File: src/rtl/core/etmr_pkg.sv
`timescale 1ns / 1ps
// ----------------------------------------------------------------------------
// etmr_pkg
// Shared types, codes and constants for the event timer table.
// ----------------------------------------------------------------------------
package etmr_pkg;

	localparam int TimerSlotsDefault = 32;
	localparam int UsPerMs = 1000;

	// action codes
	localparam logic [2:0] ACT_UPDATE   = 3'd0;
	localparam logic [2:0] ACT_SET_ONE  = 3'd1;
	localparam logic [2:0] ACT_SET_PER  = 3'd2;
	localparam logic [2:0] ACT_STOP     = 3'd3;
	localparam logic [2:0] ACT_STOP_ALL = 3'd4;

	// status codes
	localparam logic [1:0] ST_OK        = 2'd0;
	localparam logic [1:0] ST_FULL      = 2'd1;
	localparam logic [1:0] ST_NOT_FOUND = 2'd2;

	// result kinds
	localparam logic KIND_FIRED = 1'b0;
	localparam logic KIND_CLOSE = 1'b1;

	typedef struct packed {
		logic [2:0]  action;
		logic [31:0] event_id;
		logic [22:0] period_ms;
		logic [31:0] tick_now;
	} etmr_in_t;

	typedef struct packed {
		logic        kind;
		logic [31:0] fired_id;
		logic [1:0]  status;
		logic [31:0] system_us;
		logic [5:0]  active_count;
		logic        last;
	} etmr_out_t;

endpackage

File: src/rtl/core/etmr_div.sv
`timescale 1ns / 1ps
// ----------------------------------------------------------------------------
// etmr_div
// Restoring 32-bit remainder unit, one quotient bit per cycle.
// ----------------------------------------------------------------------------
module etmr_div (
	input  logic        clk,
	input  logic        arst_n,
	input  logic        start,
	input  logic [31:0] dividend,
	input  logic [31:0] divisor,
	output logic        done,
	output logic [31:0] rem
);
	import etmr_pkg::*;

	logic [31:0] rem_q;
	logic [31:0] dvd_q;
	logic [31:0] dsr_q;
	logic [5:0]  cnt_q;
	logic        busy_q;
	logic        done_q;
	logic [32:0] trial;
	logic [32:0] diff;

	assign trial = {rem_q, dvd_q[31]};
	assign diff  = trial - {1'b0, dsr_q};

	always_ff @(posedge clk or negedge arst_n) begin
		if (!arst_n) begin
			rem_q  <= '0;
			dvd_q  <= '0;
			dsr_q  <= '0;
			cnt_q  <= '0;
			busy_q <= 1'b0;
			done_q <= 1'b0;
		end else begin
			// pulse done on the last iteration
			done_q <= busy_q && !start && (cnt_q == 6'd1);
			if (start) begin
				rem_q  <= '0;
				dvd_q  <= dividend;
				dsr_q  <= divisor;
				cnt_q  <= 6'd32;
				busy_q <= 1'b1;
			end else if (busy_q) begin
				// keep the trial when the subtraction underflows
				rem_q <= diff[32] ? trial[31:0] : diff[31:0];
				dvd_q <= {dvd_q[30:0], 1'b0};
				cnt_q <= cnt_q - 6'd1;
				if (cnt_q == 6'd1)
					busy_q <= 1'b0;
			end
		end
	end

	assign done = done_q;
	assign rem  = rem_q;
endmodule

File: config.mk
export PLATFORM = sky130hd
export DESIGN_NAME = etmr_div
export DESIGN_NICKNAME = d
export VERILOG_FILES = /design/src/rtl/core/etmr_pkg.sv /design/src/rtl/core/etmr_div.sv
export SDC_FILE = /design/constraint.sdc
export NUM_CORES = 1
export LEC_CHECK = 0
export BUFFER_PORTS_ARGS = -buffer_cell sky130_fd_sc_hd__clkbuf_2
export CAP_MARGIN = 5
export CORE_UTILIZATION = 47
export DETAILED_ROUTE_END_ITERATION = 8
export PLACE_DENSITY = 0.68
export SKIP_LAST_GASP = 1
export SYNTH_ARGS = -nofsm -noshare
export SYNTH_HDL_FRONTEND = slang
export SYNTH_SLANG_ARGS = --single-unit
File: constraint.sdc
create_clock -name clk -period 6.3 [get_ports clk]
set_input_delay 1.26 -clock clk [delete_from_list [all_inputs] [get_ports clk]]
set_output_delay 1.26 -clock clk [all_outputs]
set_load 0.01 [all_outputs]
# Word level (Yosys, flattened, before mapping)
# Index checks and enable logic that the tools add are counted.
# word_totals
reg_bits,104
in_bits,67
output_inout_bits,33
elab_cells,23
# classes
n_addsub,2
n_eq_ne,1
muxes,10
reduce_logical,4
# ops
operator,n
$mux W32,5
$sub A33 B32 Y33,1
$mux W6,2
$eq A6 B1 Y1 const B,1
$sub A6 B1 Y6 const B,1
$mux W1,3
$logic_and A1 B1 Y1,2
$reduce_bool A2 Y1,1
$logic_not A1 Y1,1

# Logic depth before layout (Yosys ltp)
# Gate-level depths: netlist (run 1).
# depth
word_depth,4
depth_mapped,14

# Worst setup path after synthesis (run 1)
# OpenSTA, ideal clock, no wires.
# synth_path
path_type,reg-to-reg
from,reg dvd_q[31]
to,reg rem_q[26] (netlist: rem[26])
t_arrival_ns,2.677
t_required_ns,6.180
path_slack_ns,3.503
path_stages_with_launch,15
n_path_buf,2
period_less_slack_ns,2.797
path_cell_list,dfrtp_1 -> inv_1 -> ha_1 -> inv_1 -> fa_1 -> a211oi_2 -> o211ai_1 -> nand4_1 -> nand3_2 -> a31oi_4 -> xnor2_4 -> buf_6 -> buf_6 -> o32ai_1 -> a31o_2
# synth_via
elab_chain_cells,4
# synth_lines
element,line_no,rtl
start: declaration,etmr_div.sv:18,logic [31:0] dvd_q;
start signal: assignment,etmr_div.sv:42,dvd_q <= dividend;
start signal: assignment,etmr_div.sv:49,"dvd_q <= {dvd_q[30:0], 1'b0};"
$sub A33 B32 Y33,etmr_div.sv:27,"assign diff = trial - {1'b0, dsr_q};"
$mux W32,etmr_div.sv:48,rem_q <= diff[32] ? trial[31:0] : diff[31:0];
$mux W32,etmr_div.sv:46,end else if (busy_q) begin
$mux W32,etmr_div.sv:40,if (start) begin
end signal: assignment,etmr_div.sv:48,
end: declaration,etmr_div.sv:17,logic [31:0] rem_q;
# No other way between the ends. The select of a mux whose other input is x is not followed.
# A chain may end at the register's enable or synchronous reset.

# Worst setup path after layout (run 1)
# layout_path
from,reg dvd_q[31]
to,reg rem_q[18] (netlist: rem[18])
# The elaborated chain is that of the path after synthesis.

==> results of run 1 <==
## worst paths after layout
check                      slack [ps]      start  cells past startpoint       end
setup / recovery                 2800  dvd_q[31]                     13   rem[18]
hold / removal                    520   dsr_q[0]                      1  dsr_q[0]
setup reg to reg                 2800  dvd_q[31]                     13   rem[18]
hold reg to reg                   520   dsr_q[0]                      1  dsr_q[0]
max in group asynchronous        4170     arst_n                      2    busy_q
min in group asynchronous         880     arst_n                      1    rem[6]
## cells by family (layout without fill, tap and decap cells)
| kind of cell | count (synthesis) | in the layout | synth area share |
|---|---|---|---|
| adders and majority gates | 35 | 35 | 0.0684 |
| and+or+nand+nor | 197 | 197 | 0.141 |
| AOI/OAI and AO/OA | 201 | 201 | 0.202 |
| muxes | 59 | 59 | 0.0911 |
| DFF | 104 | 104 | 0.400 |
| buffers and inverters | 82 | 158 | 0.0548 |
| xor gates and xnor gates | 30 | 30 | 0.0432 |
## layer usage
| layer | vias up | track usage | share of wire |
|---|---|---|---|
| met4 | 0 | 0.0883 | 0.024 |
| met3 | 20 | 0.0375 | 0.034 |
| li1 | 2692 | - | - |
| met5 | - | 0 | 0 |
| met2 | 94 | 0.336 | 0.45 |
| met1 | 2444 | 0.296 | 0.49 |
## sequential cells by signal, summed over array words and instances (netlist names)
name and count:
busy_q 1, done 1, dsr_q 32, dvd_q 32
rem 32, cnt_q 6
## layout make-up
cell class              count  area [µm²]
flip-flops and latches    104        2610
multi-input cells         522        3550
clock inverters             6        73.8
well taps                 176         220
fillers                  1257        6040
clock buffers              10         229
inverters                  39         146
repair buffers            103         531
## power groups by stage
stage	clock (W)	sequential [W]	combinational [W]
2_1_floorplan	0	0.000923	0.00116
3_3_place_gp	0	0.000921	0.00144
3_5_place_dp	0	0.000926	0.00146
4_1_cts	0.000601	0.000915	0.00147
5_1_grt	0.000617	0.000934	0.00163
6_report	0.000579	0.000914	0.00147
## cell usage after synthesis (all sizes together), types with 2 or more instances
cell type and n:
ha 34, nor3 9, nor2 51, a21o 13, nor4 5, nand3b 2
o21ai 76, nand4 8, a31oi 12, xnor2 16, o2111ai 2, a31o 4
nor2b 5, nor4b 2, xor2 14, o21a 4, a21boi 2, o41ai 2
nor3b 2, or3 3, a311oi 4, and3 7, o31ai 4, a21oi 27
o21bai 2, clkbuf 27, nand2b 5, nand2 85, dfrtp 104, a41oi 2
mux2 2, o221ai 2, inv 38, a211oi 34, mux2i 57, buf 16
o211ai 4, and2 5, nand3 5
## per-stage QoR
| stage | area (µm²) | utilization | total power [W] |
|---|---|---|---|
| global route | 7360 | 0.549 | 0.00318 |
| finish | 7360 | 0.549 | 0.00296 |
| global placement | 7060 | 0.527 | 0.00236 |
| CTS | 7360 | 0.549 | 0.00299 |
| floorplan | 6510 | - | 0.00208 |
| detailed placement | 7060 | 0.527 | 0.00239 |
==> impl_metrics.py, run 1 <==
metrics = {
    "status": {
        "outcome": "finished, final reports clean",
    },
    "clocking": {
        "cts_max_level": 3,
        "cts_setup_buffers": 0,
        "ctsResizeCount": 0,
        "root_buffer": "clkbuf_16",
        "path_clk_slew_ps": 70,
        "clock_sinks": 104,
        "cts_tree": "done",
        "clk_latency_ps": 360,
        "cts_buffers": 9,
        "postCtsHoldBufs": 0,
        "cts_buffer_depth": 2,
    },
    "power_and_ir_drop": {
        "swShare": 0.408,
        "p_int_w": 0.00175,
        "power.share.clock": 0.196,
        "combPwrFrac": 0.495,
        "p_leak_nw": 3.76,
        "switchingPower_w": 0.00121,
        "ir_worst_vdd_v": 0.000244,
        "power_frac_seq": 0.309,
        "power.density_nw_per_um2": 402,
    },
    "final_layout": {
        "antenna_cells": 0,
        "most-common-layout-cells": "103 x dfrtp_1, 97 x clkbuf_2, 85 x nand2_1",
        "finish.net_count": 881,
        "final_common_cell": "dfrtp_1",
        "area_growth_pct": 13.0,
        "drive_gt1_frac": 0.176,
        "final_cells": 960,
    },
    "drt": {
        "drt-pass1-iter-count": 5,
        "viasPerCell": 5.47,
        "wire_per_inst_um": 15.1,
        "wl_mm": 14.5,
        "drt-initial-drc-count": 260,
        "remaining_drc_errors": 0,
        "num_vias": 5250,
        "drtAntennaViolNets": 0,
    },
    "synth": {
        "synth_edf_count": 0,
        "syn_avg_cell_area_um2": 9.20,
        "ys_seq_elements": 104,
        "synth_area_leader_cell": "dfrtp_1",
        "synthArstFlopShare": 1.00,
        "synthCells": 708,
        "ys_types": 64,
        "ys_warn_count": 0,
        "syn_area_um2": 6510,
        "ys_seq_area_frac": 0.400,
        "synthFlopType": "dfrtp_1",
        "synth_area_leaders": "dfrtp_1 40%, mux2i_1 8.8%, ha_1 6.5%, o21ai_0 5.8%, nand2_1 4.9%",
        "synth_top_area_frac": 0.400,
        "syn-num-nets": 810,
    },
    "placed_design": {
        "dp_cells": 944,
        "dp_hpwl_mm": 10.4,
        "port_buffers": 99,
        "pre_cts_ws_ps": 2840,
        "globalplace.congestion": 0.825,
    },
    "worst_setup_path": {
        "crit_family": "compound AO/OA/AOI/OAI gates",
        "slowest_stage": "buf_4",
        "endpoint_kind": "flop",
        "cp_data_required_time_ps": 6560,
        "path_max_fanout": 23,
        "crit_type": "flop to flop",
        "critPathLaunchType": "flop",
        "worst-path-buf-inv": 3,
        "arrival_ps": 3760,
        "path_cells": "inv_1 -> ha_1 -> inv_1 -> fa_1 -> a211oi_2 -> o211ai_1 -> nand4_1 -> nand3_2 -> a31oi_4 -> xnor2_4 -> buf_4 -> o2111ai_1 -> a311oi_1",
        "cpMostUsedCell": "inv_1",
        "cp_slowest_stage_delay_ps": 460,
    },
    "timing": {
        "hold_violations": 0,
        "slew_viol_final": 0,
        "max_slew_margin": 0.294,
        "period_minus_slack_ps": 3500,
        "worst-slew-pin-transition_ps": 1060,
        "fin_crit_sh": 0.555,
        "finalWorstSetupSlack_ps": 2800,
        "hold_ws_ps": 521,
        "max_freq_mhz": 286,
        "skew_ps": 7.67,
        "rsz0062_at_grt": "false",
        "setup_tns_ps": 0,
        "setup_violations": 0,
    },
    "die": {
        "core.rowCount": 42,
        "die_area_um2": 14300,
        "core_um2": 13400,
        "die_x_um": 120,
        "boundaryPins": 100,
        "start_util": 0.486,
        "die_h_um": 120,
    },
    "grt": {
        "gr-total-overflow": 0,
        "grt_start_max_net_pins": 120,
        "grt_pass1_vias": 5099,
        "grt_pass1_wl_mm": 24.8,
        "grtUsageTotal": 0.216,
        "grt_antenna_before_repair": 0,
    },
    "run": {
        "drv_cap": 0,
    },
    "worst_hold_path": {
        "hp-class": "flop to flop",
    },
}
Note: power is estimated with default switching activity, not from simulation.
==> inputs of run 2 (changes only) <==
Settings changed: PLACE_DENSITY 0.68 to 0.71.
Clock period 6.3 ns to 3.1 ns, I/O delays scaled along.
==> run 2 against run 1 <==
Net effect: final cell count grew 2.5%; register-to-register slack lost 2700 ps; routed wire length grew 3.8%; largest power group unchanged; utilization grew 2.1 points; sequential power grew 100%; global-route usage grew 0.12 points; power grew 120%; largest cell class unchanged; clock power grew 100%; combinational power grew 130%; critical endpoint is now rem[19]; clock-buffer cell count is the same; non-clock buffer count grew 24; critical path depth is the same.
==> impl_metrics.py, run 2 (same netlist as run 1, synthesis figures left out) <==
metrics = {
    "power_and_ir_drop": {
        "combPwrFrac": 0.532,
        "p_leak_nw": 3.89,
        "power_frac_seq": 0.288,
        "swShare": 0.407,
        "ir_worst_vdd_v": 0.000346,
        "power.density_nw_per_um2": 840,
        "power.share.clock": 0.180,
        "switchingPower_w": 0.00262,
        "p_int_w": 0.00381,
    },
    "final_layout": {
        "fill_cells": 1193,
        "final_cells": 984,
        "final_area_um2": 7640,
        "drive_gt1_frac": 0.209,
        "antenna_cells": 0,
        "finish.net_count": 905,
        "multi_input_area_um2": 3590,
        "final_common_cell": "dfrtp_1",
        "register_area_um2": 2610,
        "final_core_util": 0.570,
        "most-common-layout-cells": "103 x dfrtp_1, 97 x clkbuf_2, 85 x nand2_1",
        "area_growth_pct": 17.4,
    },
    "worst_setup_path": {
        "critPathLaunch": "dvd_q[31]",
        "endpoint_kind": "flop",
        "reg2reg_from": "dvd_q[31]",
        "rr_worst_depth": 13,
        "cp_data_required_time_ps": 3300,
        "crit_type": "flop to flop",
        "path_max_fanout": 16,
        "critPathLaunchType": "flop",
        "arrival_ps": 3180,
    },
    "timing": {
        "setup_violations": 0,
        "max_freq_mhz": 335,
        "slew_viol_final": 0,
        "period_minus_slack_ps": 2980,
        "worst-slew-pin-transition_ps": 748,
        "max_slew_margin": 0.501,
        "fin_crit_sh": 0.962,
        "skew_ps": 9.06,
        "hold_violations": 0,
        "finalWorstSetupSlack_ps": 118,
        "setup_tns_ps": 0,
        "rsz0062_at_grt": "true",
    },
    "die": {
        "core.rowCount": 42,
        "die_h_um": 120,
        "start_util": 0.486,
        "core_um2": 13400,
        "die_x_um": 120,
        "boundaryPins": 100,
        "die_area_um2": 14300,
    },
    "grt": {
        "grt_antenna_before_repair": 0,
        "grt_start_max_net_pins": 94,
        "gr-total-overflow": 0,
        "grt_pass1_vias": 5187,
        "grtUsageTotal": 0.217,
        "grt_pass1_wl_mm": 25.1,
    },
    "status": {
        "outcome": "finished, final reports clean",
    },
    "placed_design": {
        "globalplace.congestion": 0.899,
        "place_area_um2": 7210,
        "dp_hpwl_mm": 10.7,
        "pre_cts_ws_ps": -67.1,
        "dp_cells": 960,
        "port_buffers": 99,
    },
    "drt": {
        "num_vias": 5472,
        "drt-pass1-iter-count": 5,
        "remaining_drc_errors": 0,
        "drtAntennaViolNets": 0,
        "viasPerCell": 5.56,
        "drt-initial-drc-count": 355,
        "wire_per_inst_um": 15.3,
        "wl_mm": 15.1,
    },
    "clocking": {
        "cts_max_level": 3,
        "cts_tree": "done",
        "cts_buffers": 9,
        "cts_buffer_depth": 2,
        "clock_sinks": 104,
        "postCtsHoldBufs": 0,
        "path_clk_slew_ps": 80,
        "clk_latency_ps": 360,
        "root_buffer": "clkbuf_16",
    },
    "run": {
        "drv_cap": 0,
    },
    "worst_hold_path": {
        "hp-class": "input port to asynchronous set/reset pin",
    },
}
## run 2: cell types whose count changed in the layout (fill, tap and decap cells not counted), sizes merged
cell | previous run | this run
clkinvlp | 0 | 2
buf | 6 | 29
clkbuf | 107 | 108
inv | 42 | 41
bufinv | 1 | 0
## run 2: path summary, 6_finish.rpt
kind	to	slack, ps
worst min-delay path	rem[15]	200
worst min register to register	dsr_q[0]	520
min in group clk	dsr_q[18]	460
worst max register to register	rem[19]	120
max in group asynchronous	busy_q	2130
worst max-delay path	rem[19]	120
## run 2: power by group through the flow
stage / combinational [W] / sequential (W) / clock (W)
2_1_floorplan: 0.00235 / 0.00188 / 0
3_3_place_gp: 0.00308 / 0.00186 / 0
3_5_place_dp: 0.00315 / 0.00187 / 0
4_1_cts: 0.00325 / 0.00185 / 0.00118
5_1_grt: 0.00376 / 0.00189 / 0.00124
6_report: 0.00342 / 0.00185 / 0.00116
## run 2: final cells by class
type                    count  share of cell area
multi-input cells         522               0.469
flip-flops and latches    104               0.341
repair buffers            127               0.102
clock buffers              10              0.0313
well taps                 176              0.0288
inverters                  39              0.0191
clock inverters             6             0.00818
## run 2: timing repair
item | in CTS | in global routing
gates cloned | 0 | 1
endpoints found under the setup margin | 21 | 30
hold endpoints to repair | 0 | 0
resized for setup | 0 | 8
setup buffers | 2 | 5
pin swaps | 1 | 5
## run 2: layer usage
metal	routed length (µm)	global-route usage
met1	7080	0.299
met2	7150	0.343
met3	618	0.0423
met4	235	0.0680
met5	0	0
## run 2: per-stage QoR
stage	hold slack, ps	power [W]
2_1_floorplan	324	0.00422
3_3_place_gp	499	0.00493
3_5_place_dp	506	0.00503
4_1_cts	215	0.00628
5_1_grt	238	0.00688
6_report	202	0.00642
## run 2: worst max-delay path, cell delays in order, from the launching register on
cell and delay (ps):
dfrtp_1 410, inv_1 70, ha_2 170, inv_1 60
fa_2 370, a211oi_2 210, o211ai_1 220, nand4_1 160
nand3_2 120, a31oi_4 270, xnor2_4 230, buf_12 210
mux2i_1 220, a211oi_1 100
